**src/rtl/tslc_pkg.sv**
```systemverilog
package tslc_pkg;

   localparam int unsigned DEFAULT_SEGMENT_ENTRIES = 256;
   localparam int unsigned DEFAULT_KEY_BITS = 64;

   localparam int unsigned REQ_DATA_BITS = 128;
   localparam int unsigned RSP_DATA_BITS = 104;
   localparam int unsigned CSR_DATA_BITS = 32;
   localparam int unsigned SUM_BITS = 48;

   localparam logic CSR_PROBATION_CAP = 1'b0;
   localparam logic CSR_PROTECTED_CAP = 1'b1;

   localparam logic [1:0] SEG_NONE = 2'd0;
   localparam logic [1:0] SEG_PROTECTED = 2'd1;
   localparam logic [1:0] SEG_PROBATION = 2'd2;

   localparam logic [31:0] CAP_RESET = 32'd29360128;

   typedef enum logic [1:0] {
      SCAN_LOOKUP,
      SCAN_VICTIM,
      SCAN_FREE
   } scan_mode_type;

   typedef enum logic [3:0] {
      ST_IDLE,
      ST_LOOK_PROT,
      ST_LOOK_PROB,
      ST_CHECK_PROB,
      ST_VIC_PROB,
      ST_CHECK_PROT,
      ST_VIC_PROT,
      ST_FREE_PROT,
      ST_FREE_PROB,
      ST_FINISH
   } state_type;

   typedef struct packed {
      logic          load;
      logic          scan_start;
      logic          scan_prot;
      scan_mode_type scan_mode;
      logic          hit_touch;
      logic          evict;
      logic          insert_new;
      logic          insert_demoted;
      logic          finish;
   } cmd_type;

   typedef struct packed {
      logic scan_done;
      logic found;
      logic prob_evict_need;
      logic prot_evict_need;
      logic new_too_big;
      logic victim_too_big;
   } status_type;

endpackage

```
**src/rtl/tslc_control.sv**
```systemverilog
module tslc_control
   import tslc_pkg::*;
(
   input  logic       clock,
   input  logic       reset,
   input  logic       req_tvalid,
   output logic       req_tready,
   output logic       rsp_tvalid,
   input  logic       rsp_tready,
   output cmd_type    cmd,
   input  status_type status
);

   state_type state_ff, state_in;
   logic rsp_valid_ff, rsp_valid_in;
   logic rsp_free;

   assign rsp_free = !rsp_valid_ff || rsp_tready;
   assign req_tready = (state_ff == ST_IDLE);
   assign rsp_tvalid = rsp_valid_ff;
   assign rsp_valid_in = cmd.finish || (rsp_valid_ff && !rsp_tready);

   always_ff @(posedge clock) begin
      if (reset) begin
         state_ff <= ST_IDLE;
         rsp_valid_ff <= 1'b0;
      end else begin
         state_ff <= state_in;
         rsp_valid_ff <= rsp_valid_in;
      end
   end

   always_comb begin
      state_in = state_ff;
      unique case (state_ff)
         ST_IDLE: if (req_tvalid) state_in = ST_LOOK_PROT;
         ST_LOOK_PROT: begin
            if (status.scan_done) state_in = status.found ? ST_FINISH : ST_LOOK_PROB;
         end
         ST_LOOK_PROB: begin
            if (status.scan_done) begin
               if (status.found || status.new_too_big) state_in = ST_FINISH;
               else state_in = ST_CHECK_PROB;
            end
         end
         ST_CHECK_PROB: state_in = status.prob_evict_need ? ST_VIC_PROB : ST_FREE_PROB;
         ST_VIC_PROB: begin
            if (status.scan_done) begin
               state_in = status.victim_too_big ? ST_CHECK_PROB : ST_CHECK_PROT;
            end
         end
         ST_CHECK_PROT: state_in = status.prot_evict_need ? ST_VIC_PROT : ST_FREE_PROT;
         ST_VIC_PROT: if (status.scan_done) state_in = ST_CHECK_PROT;
         ST_FREE_PROT: if (status.scan_done) state_in = ST_CHECK_PROB;
         ST_FREE_PROB: if (status.scan_done) state_in = ST_FINISH;
         ST_FINISH: if (rsp_free) state_in = ST_IDLE;
         default: state_in = ST_IDLE;
      endcase
   end

   always_comb begin
      cmd = '0;
      cmd.scan_mode = SCAN_LOOKUP;
      unique case (state_ff)
         ST_IDLE: begin
            if (req_tvalid) begin
               cmd.load = 1'b1;
               cmd.scan_start = 1'b1;
               cmd.scan_prot = 1'b1;
            end
         end
         ST_LOOK_PROT: begin
            if (status.scan_done) begin
               cmd.hit_touch = status.found;
               cmd.scan_start = !status.found;
            end
         end
         ST_LOOK_PROB: begin
            if (status.scan_done) cmd.hit_touch = status.found;
         end
         ST_CHECK_PROB: begin
            cmd.scan_start = 1'b1;
            cmd.scan_mode = status.prob_evict_need ? SCAN_VICTIM : SCAN_FREE;
         end
         ST_VIC_PROB, ST_VIC_PROT: cmd.evict = status.scan_done;
         ST_CHECK_PROT: begin
            cmd.scan_start = 1'b1;
            cmd.scan_prot = 1'b1;
            cmd.scan_mode = status.prot_evict_need ? SCAN_VICTIM : SCAN_FREE;
         end
         ST_FREE_PROT: cmd.insert_demoted = status.scan_done;
         ST_FREE_PROB: cmd.insert_new = status.scan_done;
         ST_FINISH: cmd.finish = rsp_free;
         default: ;
      endcase
   end

   a_finish_valid: assert property (@(posedge clock) disable iff (reset)
      cmd.finish |=> rsp_tvalid)
      else $error("finished request not presented");
   a_no_overwrite: assert property (@(posedge clock) disable iff (reset)
      (rsp_valid_ff && !rsp_tready) |-> !cmd.finish)
      else $error("pending response overwritten");
   a_load_idle: assert property (@(posedge clock) disable iff (reset)
      cmd.load |=> (state_ff == ST_LOOK_PROT))
      else $error("request load outside idle");

endmodule

```
**config.mk**
```make
export PLATFORM = sky130hd
export DESIGN_NAME = tslc_control
export DESIGN_NICKNAME = d
export VERILOG_FILES = /design/src/rtl/tslc_pkg.sv /design/src/rtl/tslc_control.sv
export SDC_FILE = /design/constraint.sdc
export NUM_CORES = 1
export LEC_CHECK = 0
export ABC_AREA = 1
export BUFFER_PORTS_ARGS = -buffer_cell sky130_fd_sc_hd__buf_2
export CAP_MARGIN = 40
export CORE_AREA = 2 2 45 43
export DETAILED_ROUTE_END_ITERATION = 10
export DIE_AREA = 0 0 47 45
export MAX_ROUTING_LAYER = met4
export PLACE_DENSITY = 0.62
export SLEW_MARGIN = 40
export SYNTH_ARGS = -nofsm -noshare
export SYNTH_HDL_FRONTEND = slang
export SYNTH_SLANG_ARGS = --single-unit
```
**constraint.sdc**
```tcl
create_clock -name clock -period 1.2 [get_ports clock]
set_input_delay 0.12 -clock clock [delete_from_list [all_inputs] [get_ports clock]]
set_output_delay 0.12 -clock clock [all_outputs]
set_load 0.01 [all_outputs]
```
==> impl_metrics.json <==
{
  "rows": 14,
  "cts_inserted_buffers": 3,
  "insertion_delay_ns": 0.24,
  "syn_avg_cell_area_um2": 5.61,
  "grt_pass1_wl_um": 3020,
  "wirelength_um": 2040,
  "yosysUniqueCellTypes": 19,
  "cts_tree": "yes",
  "crit_start": "state_ff[3]",
  "post-route-min-period_ns": 1.40,
  "grt_use_total_pct": 20.5,
  "synth_warnings": 0,
  "required_ns": 1.08,
  "ys_top_cells_by_count": "23 x nand2_1, 19 x nor2_1, 16 x inv_1",
  "postLayoutCoreUtil_pct": 65.8,
  "cpPeakStageDelay_ns": 0.36,
  "cts.clk_slew.worst_paths_ns": 0.04,
  "synth-edff-count": 0,
  "slew_violations": 0,
  "fin_hold_ws_ns": 0.0414,
  "syn_area_um2": 606,
  "root_buffer": "clkbuf_4",
  "fmax_ghz": 0.713,
  "worst_r2r_path_depth": 9,
  "finClkSkew_ns": 0.000830,
  "crit_arrival_ns": 1.28,
  "htree_levels": 1,
  "status": "finished with violations",
  "min_to": "rsp_tvalid",
  "first_iter_violations": 16,
  "design.die.area_um2": 2120,
  "crit_chain": "nor2_4, inv_4, nor2_4, nand2_2, o211ai_1, buf_2",
  "setup_tns_ns": -1.76,
  "reg2reg_slack_ns": -0.14,
  "finalSetupViolCount": 15,
  "hp-class": "input pin to flip-flop",
  "min_period_over_period_pct": 117,
  "synth-seq-area-share_pct": 16.5,
  "max-vdd-ir-drop_uv": 1240,
  "dp.cells": 160,
  "ant_nets": 0,
  "cp_slowest_cell": "dfxtp_4",
  "num_antenna_cells": 0,
  "rsz0062_at_grt": "yes",
  "syn_nets": 118,
  "drtPass1Iterations": 4,
  "crit_family": "flip-flops",
  "synth_area_leader_cell": "dfxtp_1",
  "min_from": "reset",
  "synth_cells": 108,
  "r2r_start": "state_ff[3]",
  "grt_pass1_vias": 748,
  "numPortBuffers": 21,
  "violations": "negative setup slack",
  "critical_path_class": "flip-flop to primary output",
  "synth.most_common_cell": "nand2_1",
  "start_kind": "flip-flop",
  "async_reset_ff_share_pct": 0,
  "synth_top_area_share_pct": 16.5,
  "maxCapViolCount": 0,
  "dpl.hpwl_um": 1310,
  "final_layout_size_suffix_gt1_share_pct": 60.3,
  "stdcell_count": 175,
  "ys_ff_latch": 5,
  "fp.coreArea_um2": 1610,
  "power_density_nw_per_um2": 2190,
  "clock-sinks": 5,
  "ios": 22,
  "cpMostUsedCell": "nor2_4",
  "area_delta_synth_final_pct": 75.2,
  "fin_nets": 162,
  "crit_fanout": 4,
  "fin_ws_ns": -0.203,
  "vias_per_cell": 4.85,
  "cts_buffer_depth": 2,
  "leakage_uw": 0.000549,
  "ys.flop_type": "dfxtp_1",
  "die_x_um": 47,
  "place_area_um2": 800,
  "die_h_um": 45,
  "r2r-end": "state_ff[1]",
  "drc": 0,
  "min_path_cells": 2,
  "antenna_found_initial": 0,
  "worstMarginPinSlew_ns": 0.321,
  "overflow": 0,
  "n_fill_cell": 147,
  "relSlewSlack_pct": 78.6,
  "cp-end-kind": "primary output",
  "final_cell_area_um2": 1060,
  "initial_core_util_pct": 37.6,
  "place.gp.congestion": 0.947,
  "cts_hold_buf": 0,
  "vias": 848,
  "wire_per_inst_um": 11.6,
  "grt_max_degree": 9,
  "synthTopCellsByArea": "dfxtp_1 17%, nand2_1 14%, nor2_1 12%",
  "cp_num_buf_inv": 2,
  "finalHoldViolCount": 0
}
[area by class of cell]
cell class              count  area, um2  share of cell area, %
inverters                  19       78.8                   7.43
multi-input cells          82        527                   49.6
well taps                  24       30.0                   2.83
clock buffers               4       26.3                   2.48
flip-flops and latches      5        115                   10.8
repair buffers             41        284                   26.8
[worst reg2reg max path, cell delays in order, from the launching register on]
cell     delay [ns]
dfxtp_4        0.36
nor2_4         0.15
buf_4          0.17
nand3_1        0.13
nand2_2        0.13
nor2_4         0.05
nand2_4        0.10
nand2_2        0.05
nand2_1        0.06
nor2_1         0.04
[cell families after synthesis]
family,Yosys count,share of synthesized area [%]
buffers and inverters,21,14.5
AND/OR/NAND/NOR,74,61.6
flip-flops,5,16.5
AO/OA/AOI/OAI,8,7.44
[through the flow]
stage          power (uW)  setup slack, ns
2_1_floorplan        1140          0.00974
5_1_grt              2500           -0.290
4_1_cts              2070           -0.203
3_5_place_dp         1480           -0.252
6_report             2320           -0.203
3_3_place_gp         1480           -0.227
[metal layers]
metal | vias up | global-route usage [%] | share of wire, %
li1 | 424 | - | -
met1 | 389 | 23.1 | 41
met2 | 26 | 34.2 | 52
met3 | 9 | 2.00 | 3.6
met4 | 0 | 12.2 | 3.5
met5 | - | - | 0
[how the worst max path moves through the flow]
stage                        to  depth (start not counted)
global route             cmd[8]                          6
detailed placement  state_ff[1]                          9
finish                   cmd[8]                          6
floorplan                cmd[8]                          6
CTS                      cmd[8]                          6
global placement    state_ff[0]                          9
[timing repair]
action,CTS,global route
endpoints found under the setup margin,15,15
resized for setup,28,21
pin swaps,10,10
buffers inserted,9,2
[cells in the final DEF, fill, tap and decap left out, drive strengths merged]
cell | synthesis | final
nand2 | 28 | 28
nor3 | 3 | 3
nand4 | 2 | 2
nand3b | 1 | 1
inv | 19 | 19
dfxtp | 5 | 5
o211ai | 2 | 2
nand3 | 14 | 14
buf | 2 | 41
o21ai | 4 | 4
nor2 | 26 | 26
a21oi | 2 | 2
clkbuf | 0 | 4
[registers in the layout, summed over array words and instances (netlist names)]
| name | count |
|---|---|
| rsp_tvalid | 1 |
| state_ff | 4 |
[where the power goes]
| group | switching, uW | leakage, uW | total [uW] | internal [uW] |
|---|---|---|---|---|
| Clock | 67.3 | 0.0000150 | 193 | 126 |
| Combinational | 966 | 0.000490 | 1780 | 814 |
| Sequential | 104 | 0.0000437 | 348 | 245 |
| Total | 1140 | 0.000549 | 2320 | 1180 |
(Power assumes the default switching activity.)
